**config.mk**
```make
export PLATFORM = sky130hd
export DESIGN_NAME = psc_cfg
export DESIGN_NICKNAME = d
export VERILOG_FILES = /design/src/rtl/psc_pkg.sv /design/src/rtl/psc_cfg.sv
export SDC_FILE = /design/constraint.sdc
export NUM_CORES = 1
export LEC_CHECK = 0
export ABC_AREA = 1
export BUFFER_PORTS_ARGS = -buffer_cell sky130_fd_sc_hd__buf_2
export CAP_MARGIN = 20
export CELL_PAD_IN_SITES_DETAIL_PLACEMENT = 1
export CELL_PAD_IN_SITES_GLOBAL_PLACEMENT = 1
export CORE_UTILIZATION = 30
export DETAILED_ROUTE_END_ITERATION = 6
export GPL_TIMING_DRIVEN = 1
export PLACE_DENSITY = 0.62
export SYNTH_ARGS = -nofsm -noshare
export SYNTH_HDL_FRONTEND = slang
export SYNTH_SLANG_ARGS = --single-unit
```
**constraint.sdc**
```tcl
create_clock -name clk -period 0.8 [get_ports clk]
set_input_delay 0.12 -clock clk [delete_from_list [all_inputs] [get_ports clk]]
set_output_delay 0.12 -clock clk [all_outputs]
set_load 0.005 [all_outputs]
```
**src/rtl/psc_pkg.sv**
```systemverilog
// ----------------------------------------------------------------------------
// psc_pkg
// Shared types and constants of the pressure compensation pipeline.
// ----------------------------------------------------------------------------
package psc_pkg;

	localparam int PIPE_DEPTH = 11;
	localparam int CAL_IDX_W  = 3;

	typedef enum logic [CAL_IDX_W-1:0] {
		CAL_C1 = 3'd0,
		CAL_C2 = 3'd1,
		CAL_C3 = 3'd2,
		CAL_C4 = 3'd3,
		CAL_C5 = 3'd4,
		CAL_C6 = 3'd5
	} cal_idx_t;

	typedef struct packed {
		logic [15:0] c1;
		logic [15:0] c2;
		logic [15:0] c3;
		logic [15:0] c4;
		logic [15:0] c5;
		logic [15:0] c6;
	} cal_t;

	// first-order terms, t = TEMP - 2000, u = TEMP + 1500
	typedef struct packed {
		logic [23:0]        d1;
		logic signed [18:0] t;
		logic signed [18:0] u;
		logic               cold;
		logic               very_cold;
		logic signed [41:0] off;
		logic signed [41:0] sens;
	} first_t;

	// corrected offset and sensitivity
	typedef struct packed {
		logic [23:0]        d1;
		logic signed [41:0] off2;
		logic signed [41:0] sens2;
	} second_t;

endpackage

```
**src/rtl/psc_cfg.sv**
```systemverilog
// ----------------------------------------------------------------------------
// psc_cfg
// Calibration word registers, written through the configuration port.
// ----------------------------------------------------------------------------
module psc_cfg
	import psc_pkg::*;
(
	input  logic                 clk,
	input  logic                 arst_n,
	input  logic                 cfg_write,
	input  logic [CAL_IDX_W-1:0] cfg_index,
	input  logic [15:0]          cfg_data,
	output cal_t                 cal
);

	cal_t cal_q;

	always_ff @(posedge clk or negedge arst_n) begin
		if (!arst_n) begin
			cal_q <= '0;
		end else if (cfg_write) begin
			unique case (cal_idx_t'(cfg_index))
				CAL_C1: cal_q.c1 <= cfg_data;
				CAL_C2: cal_q.c2 <= cfg_data;
				CAL_C3: cal_q.c3 <= cfg_data;
				CAL_C4: cal_q.c4 <= cfg_data;
				CAL_C5: cal_q.c5 <= cfg_data;
				CAL_C6: cal_q.c6 <= cfg_data;
				default: ;
			endcase
		end
	end

	assign cal = cal_q;

endmodule

```
# [After elaboration in Yosys (flattened, before gate mapping)]
# Index checks and enable logic that the tools add are counted.
[classes] eq_ne=5 reduce_logical=7
[op_table] cell="AND reduction 2 bit" n=6
[op_table] cell="== test 3 x 2 -> 1 bit (second input constant)" n=2
[op_table] cell="== test 3 bit (second input constant)" n=2
[op_table] cell="== test 3 x 1 -> 1 bit (second input constant)" n=1
[op_table] cell="zero test 3 bit" n=1
[totals] ff_bits=96 out_inout_bits=96

# [Depth between registers and ports, before layout]
# Gate-level depths: netlist of the first run.
[logic_depth] ltp_word=2 depth_mapped=6 ltp_nobuf=5

# [Least setup slack after synthesis of the first run]
# OpenSTA, ideal clock, no wires.
[synth_timing] path_kind="input-to-reg" start="input cfg_write" end="register cal_q, in the netlist cal[37]" setup_time_ns=0.116 arrival_ns=0.779 required_time_ns=0.684 slack_ns=-0.095 stages=6 path_buffers=1 cell_sequence="inv_1 > nor2_2 > nand2_1 > buf_2 > nand2_1 > nand2_1"
[synth_via] elab_chain_len=1
[synth_lines] item="from (decl)" line="psc_cfg.sv:10" source="input logic cfg_write,"
[synth_lines] item="AND reduction 2 bit (no source line)"
[synth_lines] item="to (decl)" line="psc_cfg.sv:16" source="cal_t cal_q;"
# Every way passes these cells.
# A chain may end at the register's enable or synchronous reset.

# [Worst setup path after layout of the first run]
[layout_timing] start="register cal_q, in the netlist cal[53]" end="output cal[53] in the netlist's numbering"
[layout_lines] item="to (decl)" line="psc_cfg.sv:13" source="output cal_t cal"
# No word-level cell between the ends.

==> results of run 1 <==
[power by group]
part | switching, mW | total (mW) | internal, mW
combinational | 1.57 | 3.39 | 1.82
clock | 1.90 | 4.33 | 2.42
sequential | 0.519 | 6.28 | 5.76
total | 3.99 | 14.0 | 10.0
[what timing repair did]
action,in CTS,in global routing
resized for setup,5,20
buffers inserted,28,41
endpoints found under the setup margin,118,177
hold buffers,1,0
gates cloned,0,0
pin swaps,0,10
hold endpoints to repair,96,0
[metal layers]
layer  part of all wire [%]  wire length (um)  global-route usage [%]
met5                      0                 0                       0
met1                     46              5801                   27.23
met2                     47              5839                   31.31
met3                    5.7               711                   5.082
met4                    1.2               144                   7.273
[worst max-delay path by stage]
stage | cells after the start | startpoint | slack [ns] | to
finish | 1 | cal[53] | -0.22 | cal[53]
global route | 1 | cal[53] | -0.24 | cal[53]
CTS | 1 | cal[69] | -0.22 | cal[69]
detailed placement | 5 | cfg_index[2] | -0.40 | cal[34]
global placement | 5 | cfg_index[2] | -0.32 | cal[83]
floorplan | 6 | cfg_write | -0.01 | cal[53]
[kinds of logic (layout without fill, tap and decap cells)]
| logic type | count (synthesis) | after routing | synth area share (%) |
|---|---|---|---|
| AND/OR/NAND/NOR | 304 | 304 | 33.15 |
| flip-flops | 96 | 96 | 63.64 |
| buffers and inverters | 25 | 216 | 3.215 |
[cell usage in the layout, fill, tap and decap left out]
master,n
clkinv_2,1
clkbuf_1,2
inv_2,4
nand2_4,5
nor2_4,4
nand2_1,215
nand2_2,14
buf_6,7
dfrtp_1,96
nor2_2,2
clkinvlp_4,3
buf_12,5
dlygate4sd3_1,1
inv_1,2
clkbuf_16,9
buf_2,114
nand3_1,64
bufinv_16,1
buf_4,67
[layout make-up]
cell class / count / area share, %
inverters: 6 / 0.4083
clock inverters: 5 / 1.043
repair buffers: 194 / 22.88
multi-input cells: 304 / 24.09
flip-flops and latches: 96 / 43.55
clock buffers: 11 / 4.219
well taps: 168 / 3.810
[per-stage QoR]
| stage | power [mW] | setup slack (ns) |
|---|---|---|
| after floorplan | 7.280 | -0.01219 |
| after global placement | 8.756 | -0.3180 |
| after detailed placement | 8.854 | -0.4029 |
| after CTS | 13.59 | -0.2220 |
| after global routing | 14.84 | -0.2400 |
| final | 14.00 | -0.2161 |
==> flow_summary.toml, run 1 <==
[floorplan]
initial_utilization_pct = 31.04
rows = 40
die_area_um2 = 13040
fp.dieH_um = 114.2
pin_count = 118
core-area_um2 = 12160
die_w_um = 114.2

[global_route]
grt_pass1_vias = 3604
grt_pass1_wl_um = 19800
grt_use_total_pct = 20.15
grt_max_degree = 56
antenna_found_initial = 0
grt_overflow = 0

[place]
portBuffers = 117
placed_cells = 707
dp_hpwl_um = 8324
placed_area_um2 = 4664
gp_congestion = 0.7623

[logic_synthesis]
ys_warn_count = 0
synth_edf_count = 0
syn_area_um2 = 3775
synth-seq-area-share_pct = 63.64
syn_inst = 425
synthFlopType = "dfrtp_1"
yosysTopAreaCell = "dfrtp_1"
ys_async_sr_fraction_pct = 100.0
synth_area_leaders = "dfrtp_1, nand2_1, nand3_1"
avgSynthCellArea_um2 = 8.882
ys_types = 11
synth_top_area_share_pct = 63.64
syn-num-nets = 447
ys_seq_elements = 96
synth.most_common_cell = "nand2_1"
ys_top_cells_by_count = "nand2_1, dfrtp_1, nand3_1"

[timing]
period_needed_ns = 1.016
slew_headroom_pct = 77.12
rsz0062_at_grt = "yes"
fin_crit_sh_pct = 127.0
whs_ns = 0.06681
tightest_slew_ns = 0.3420
setup_viol_count_final = 100
drv_slew = 0
finClkSkew_ns = 0
fmax_ghz = 0.9842
finalWorstSetupSlack_ns = -0.2161
fin_tns_setup_ns = -17.30
hold_viol_final = 0

[final_layout]
drive_gt1_share_pct = 38.31
design_area_um2 = 5517
regArea_um2 = 2402
syn2layout_area_growth_pct = 46.14
finalNetCount = 633
multiInputGateArea_um2 = 1329
final_cells = 784
largest_reg_flops = 96
nFillCells = 1473
diodes = 0
final_util_pct = 45.36

[setup_path]
path_buf_inv = 1
cp-start-kind = "flip-flop"
r2r_cells = 4
cp_slowest_stage_delay_ns = 0.41
r2r-start = "cal[63]"
endpoint_kind = "primary output"
cp_top_family = "flip-flops"
critPathRequiredTime_ns = 0.68
critPathKind = "reg -> out"
crit_slowest_cell = "dfrtp_1"
timing.rr.end = "cal[63]"
crit_fanout = 2
path_cells = "buf_2"
r2r_slack_ns = -0.07
arrival_ns = 0.90

[outcome]
violations = "negative setup slack"
status = "finished, violations left"

[power]
peakVddDrop_uv = 936.8
power_leakage_nw = 3.185
powerDensity_nw_per_um2 = 2537

[run]
cap_viol_max_count = 0

[drt]
ant_nets = 0
vias = 3544
drtPass1Iterations = 4
postRouteWirelength_um = 12500
drt_iter0_drc = 174
wl_per_cell_um = 15.94
post_drt_via_cell_ratio = 4.520
route.detailed.drc = 0

[min_path]
min_to = "cal[1]"
worstHoldStart = "cfg_data[1]"
hp-class = "in -> reg"
whs_path_depth = 3

[clock_network]
clockRootBuffer = "clkbuf_16"
cts_tree = "yes"
cts_htree_levels = 3
cts_buffer_depth = 2
clk_latency_ns = 0.34
clkTransAtPathRegs_ns = 0.07
clock_sinks = 96
cts_buffers = 9
Note: power is estimated with default switching activity, not from simulation.
==> inputs of run 2 (changes only) <==
--- a/config.mk
+++ b/config.mk
@@ -13,7 +13,7 @@
 export CORE_UTILIZATION = 30
 export DETAILED_ROUTE_END_ITERATION = 6
 export GPL_TIMING_DRIVEN = 1
-export PLACE_DENSITY = 0.62
+export PLACE_DENSITY = 0.74
 export SYNTH_ARGS = -nofsm -noshare
 export SYNTH_HDL_FRONTEND = slang
 export SYNTH_SLANG_ARGS = --single-unit
==> run 2 against run 1 <==
Compared with the run above:
- the flow still finishes with violations (negative setup slack)
- sequential cell count is the same
- worst hold slack gained 0.018 ns
- worst setup slack lost 0.0027 ns
- power grew 4.7%
- register-to-register slack is essentially flat
- global-route usage grew 0.24 points
- critical path depth is the same
- highest routed layer unchanged
==> flow_summary.toml, run 2 (same netlist as run 1, synthesis figures left out) <==
[power]
power_leakage_nw = 3.260
sequentialPowerShare_pct = 42.9
power_frac_clock_pct = 33.1
peakVddDrop_uv = 962.0
power.share.combinational_pct = 24.0
p_sw_share_pct = 27.09
power.total_mw = 14.66
powerDensity_nw_per_um2 = 2608
p_int_mw = 10.69
p_switching_mw = 3.972

[global_route]
antenna_found_initial = 0
grt_overflow = 0
grt_pass1_wl_um = 20070
grt_max_degree = 40
grt_pass1_vias = 3790
grt_use_total_pct = 20.39

[timing]
fin_crit_sh_pct = 127.3
slew_headroom_pct = 76.79
rsz0062_at_grt = "yes"
whs_ns = 0.08451
drv_slew = 0
period_needed_ns = 1.019
finClkSkew_ns = 0
finalWorstSetupSlack_ns = -0.2188
tightest_slew_ns = 0.3469
setup_viol_count_final = 110
hold_viol_final = 0
fmax_ghz = 0.9816

[clock_network]
clkTransAtPathRegs_ns = 0.07
cts_htree_levels = 3
clockRootBuffer = "clkbuf_16"
clock_sinks = 96
cts_buffers = 9
clk_latency_ns = 0.34
cts_buffer_depth = 2
cts_tree = "yes"

[final_layout]
largest_reg_flops = 96
diodes = 0
layout_common_cells = "nand2_1, buf_2, dfrtp_1, buf_4, nand3_1"
final_cells = 793
nFillCells = 1457
finalNetCount = 642
design_area_um2 = 5622
drive_gt1_share_pct = 39.04
layout_commonest_cell = "nand2_1"
syn2layout_area_growth_pct = 48.92

[outcome]
violations = "negative setup slack"
status = "finished, violations left"

[place]
placed_area_um2 = 4717
portBuffers = 117
dp_hpwl_um = 8817
placed_cells = 714
gp_congestion = 0.7511

[floorplan]
pin_count = 118
die_w_um = 114.2
core-area_um2 = 12160
fp.dieH_um = 114.2
initial_utilization_pct = 31.04
die_area_um2 = 13040
rows = 40

[setup_path]
cp_top_family = "flip-flops"
path_cells = "buf_2"
endpoint_kind = "primary output"
critPathKind = "reg -> out"
critPathRequiredTime_ns = 0.68
cp_slowest_stage_delay_ns = 0.41
crit_slowest_cell = "dfrtp_1"
r2r-start = "cal[9]"
path_buf_inv = 1
cp-start-kind = "flip-flop"
arrival_ns = 0.90
crit_start = "cal[14]"
crit_fanout = 2

[drt]
route.detailed.drc = 0
wl_per_cell_um = 16.20
post_drt_via_cell_ratio = 4.580
postRouteWirelength_um = 12850
vias = 3632
drtPass1Iterations = 6
drt_iter0_drc = 107
ant_nets = 0

[run]
cap_viol_max_count = 0

[min_path]
hp-class = "in -> reg"
worstHoldStart = "cfg_data[1]"
[run 2: what timing repair did]
| action | CTS | global route |
|---|---|---|
| pin swaps | 0 | 6 |
| setup buffers | 33 | 32 |
| hold buffers | 1 | 0 |
| resized for setup | 0 | 24 |
| setup endpoints to repair | 96 | 116 |
| hold endpoints to repair | 96 | 0 |
[run 2: routing by layer]
layer	up-vias	track usage, %	part of all wire, %
met1	1791	25.95	43
li1	1721	-	-
met2	104	33.78	48
met5	-	0	0
met4	0	7.186	1.8
met3	16	5.082	6.7
[run 2: final cells by class]
cell class / count / area, um2 / share of cell area (%)
sequential: 96 / 2402 / 42.73
clock inverter: 6 / 107.6 / 1.914
inverter: 6 / 22.52 / 0.4006
tap: 168 / 210.2 / 3.739
timing repair buffer: 203 / 1326 / 23.59
multi-input combinational: 304 / 1324 / 23.55
clock buffer: 10 / 229.0 / 4.073
[run 2: metrics by stage]
| step | util [%] | worst slack, ns | setup TNS, ns |
|---|---|---|---|
| floorplan | - | -0.01219 | -0.1219 |
| global placement | 38.79 | -0.2422 | -20.39 |
| detailed placement | 38.79 | -0.3002 | -23.98 |
| CTS | 43.67 | -0.2183 | -17.62 |
| global route | 46.22 | -0.2445 | -20.06 |
| finish | 46.22 | -0.2188 | -16.99 |
[run 2: final timing paths]
check                      slack, ns  depth (start not counted)       to
max in group asynchronous       0.18                          3  cal[29]
min reg2reg                     0.47                          2  cal[41]
min                             0.08                          3  cal[33]
max reg2reg                    -0.06                          4   cal[9]
min in group asynchronous       0.28                          3   cal[3]
max                            -0.22                          1  cal[14]
[run 2: power by group through the flow]
stage | Clock, mW | Sequential (mW) | Combinational (mW)
2_1_floorplan | 0 | 6.39 | 0.886
3_3_place_gp | 0 | 6.36 | 2.43
3_5_place_dp | 0 | 6.38 | 2.54
4_1_cts | 4.93 | 6.28 | 3.02
5_1_grt | 5.12 | 6.37 | 3.94
6_report | 4.85 | 6.30 | 3.52
==> inputs of run 3 (changes only) <==
--- a/config.mk
+++ b/config.mk
@@ -14,6 +14,7 @@
 export DETAILED_ROUTE_END_ITERATION = 6
 export GPL_TIMING_DRIVEN = 1
 export PLACE_DENSITY = 0.74
+export SETUP_SLACK_MARGIN = 0.1
 export SYNTH_ARGS = -nofsm -noshare
 export SYNTH_HDL_FRONTEND = slang
 export SYNTH_SLANG_ARGS = --single-unit
==> run 3 against run 2 <==
Compared with the run above:
- the flow still finishes with violations (negative setup slack)
- clock power fell by 15%
- clock-buffer cell count increased by 1
- register-to-register slack better by 0.02 ns
- global-route usage up 0.39 points
- first-iteration DRC count rose by 2.8%
- design area rose by 11%
- core utilization is 5.1 points higher
- clock skew did not move
- power shrank 0.28%
- worst hold slack lost 0.0095 ns
- non-clock buffer count stayed put
- sequential power grew 2%
==> flow_summary.toml, run 3 (same netlist as run 1, synthesis figures left out) <==
[global_route]
grt_pass1_wl_um = 20220
grt_overflow = 0
grt_max_degree = 43
grt_use_total_pct = 20.79
grt_pass1_vias = 3693
antenna_found_initial = 0

[clock_network]
cts_buffer_depth = 2
clock_sinks = 96
cts_buffers = 9
clk_latency_ns = 0.35
clkTransAtPathRegs_ns = 0.07
cts_tree = "yes"
clockRootBuffer = "clkbuf_16"
cts_htree_levels = 3

[drt]
wl_per_cell_um = 18.35
post_drt_via_cell_ratio = 4.686
vias = 3725
drt_iter0_drc = 110
ant_nets = 0
drtPass1Iterations = 4
route.detailed.drc = 0
postRouteWirelength_um = 14590

[final_layout]
final_cells = 795
layout_commonest_cell = "nand2_1"
syn2layout_area_growth_pct = 65.36
drive_gt1_share_pct = 49.28
nFillCells = 1404
design_area_um2 = 6242
diodes = 0
finalNetCount = 645
layout_common_cells = "nand2_1, buf_2, dfrtp_1, nand2_2"
final_util_pct = 51.33
largest_reg_flops = 96

[setup_path]
critPathKind = "reg -> out"
worst-path-stages = 1
crit_slowest_cell = "dfrtp_1"
r2r_cells = 4
cp-start-kind = "flip-flop"
cp_top_family = "flip-flops"
path_buf_inv = 1
cp_slowest_stage_delay_ns = 0.42
arrival_ns = 0.92
crit_fanout = 2
path_cells = "buf_2"
endpoint_kind = "primary output"
critPathRequiredTime_ns = 0.68

[outcome]
status = "finished, violations left"
violations = "negative setup slack"

[timing]
fmax_ghz = 0.9635
finClkSkew_ns = 0
hold_viol_final = 0
fin_tns_setup_ns = -18.57
fin_crit_sh_pct = 129.7
finalWorstSetupSlack_ns = -0.2379
whs_ns = 0.07501
tightest_slew_ns = 0.2675
drv_slew = 0
rsz0062_at_grt = "yes"
slew_headroom_pct = 82.13
setup_viol_count_final = 103
period_needed_ns = 1.038

[run]
cap_viol_max_count = 0

[place]
pre_cts_slack_ns = -0.3766
placed_cells = 707
placed_area_um2 = 4700
dp_hpwl_um = 8907
portBuffers = 117
gp_congestion = 0.7790

[power]
power.total_mw = 14.62
powerDensity_nw_per_um2 = 2342
peakVddDrop_uv = 1189
power_leakage_nw = 3.337

[floorplan]
fp.dieH_um = 114.2
initial_utilization_pct = 31.04
rows = 40
core-area_um2 = 12160
die_w_um = 114.2
pin_count = 118
die_area_um2 = 13040

[min_path]
hp-class = "in -> reg"
whs_path_depth = 3
## run 3: cell count changes in the layout (fill, tap and decap cells not counted), sizes merged
cell	before	now
clkbuf	10	14
buf	202	199
bufinv	3	0
clkinv	2	5
nand2	234	237
clkinvlp	1	0
inv	6	5
## run 3: metal layers
metal | wire (um) | vias up | track usage, %
met2 | 7458 | 119 | 35.96
li1 | - | 1732 | -
met3 | 736 | 16 | 4.500
met4 | 199 | 0 | 7.446
met5 | 0 | - | 0
met1 | 6198 | 1858 | 25.54
## run 3: final cells by class
cell class / instances / area, um2 / share of cell area (%)
multi-input cells: 307 / 1628 / 26.08
clock inverters: 4 / 20.02 / 0.3207
inverters: 6 / 37.54 / 0.6013
repair buffers: 203 / 1692 / 27.10
flip-flops and latches: 96 / 2402 / 38.48
clock buffers: 11 / 252.7 / 4.049
well taps: 168 / 210.2 / 3.367
## run 3: path summary, 6_finish.rpt
kind	from	endpoint	slack (ns)
max	cal[84]	cal[84]	-0.24
max in group asynchronous	arst_n	cal[43]	0.22
max reg2reg	cal[85]	cal[85]	-0.04
min	cfg_data[1]	cal[1]	0.08
min in group asynchronous	arst_n	cal[80]	0.12
min reg2reg	cal[45]	cal[45]	0.47
## run 3: power by group
group / switching (mW) / internal, mW
combinational: 1.86 / 2.27
sequential: 0.632 / 5.77
clock: 1.86 / 2.24
total: 4.34 / 10.3
## run 3: timing repair
item | in CTS | in global routing
cloned | 0 | 6
setup buffers | 30 | 47
gates resized for setup | 41 | 124
pin swaps | 19 | 52
setup endpoints to repair | 177 | 174
endpoints found under the hold margin | 96 | 0
hold buffers | 1 | 0
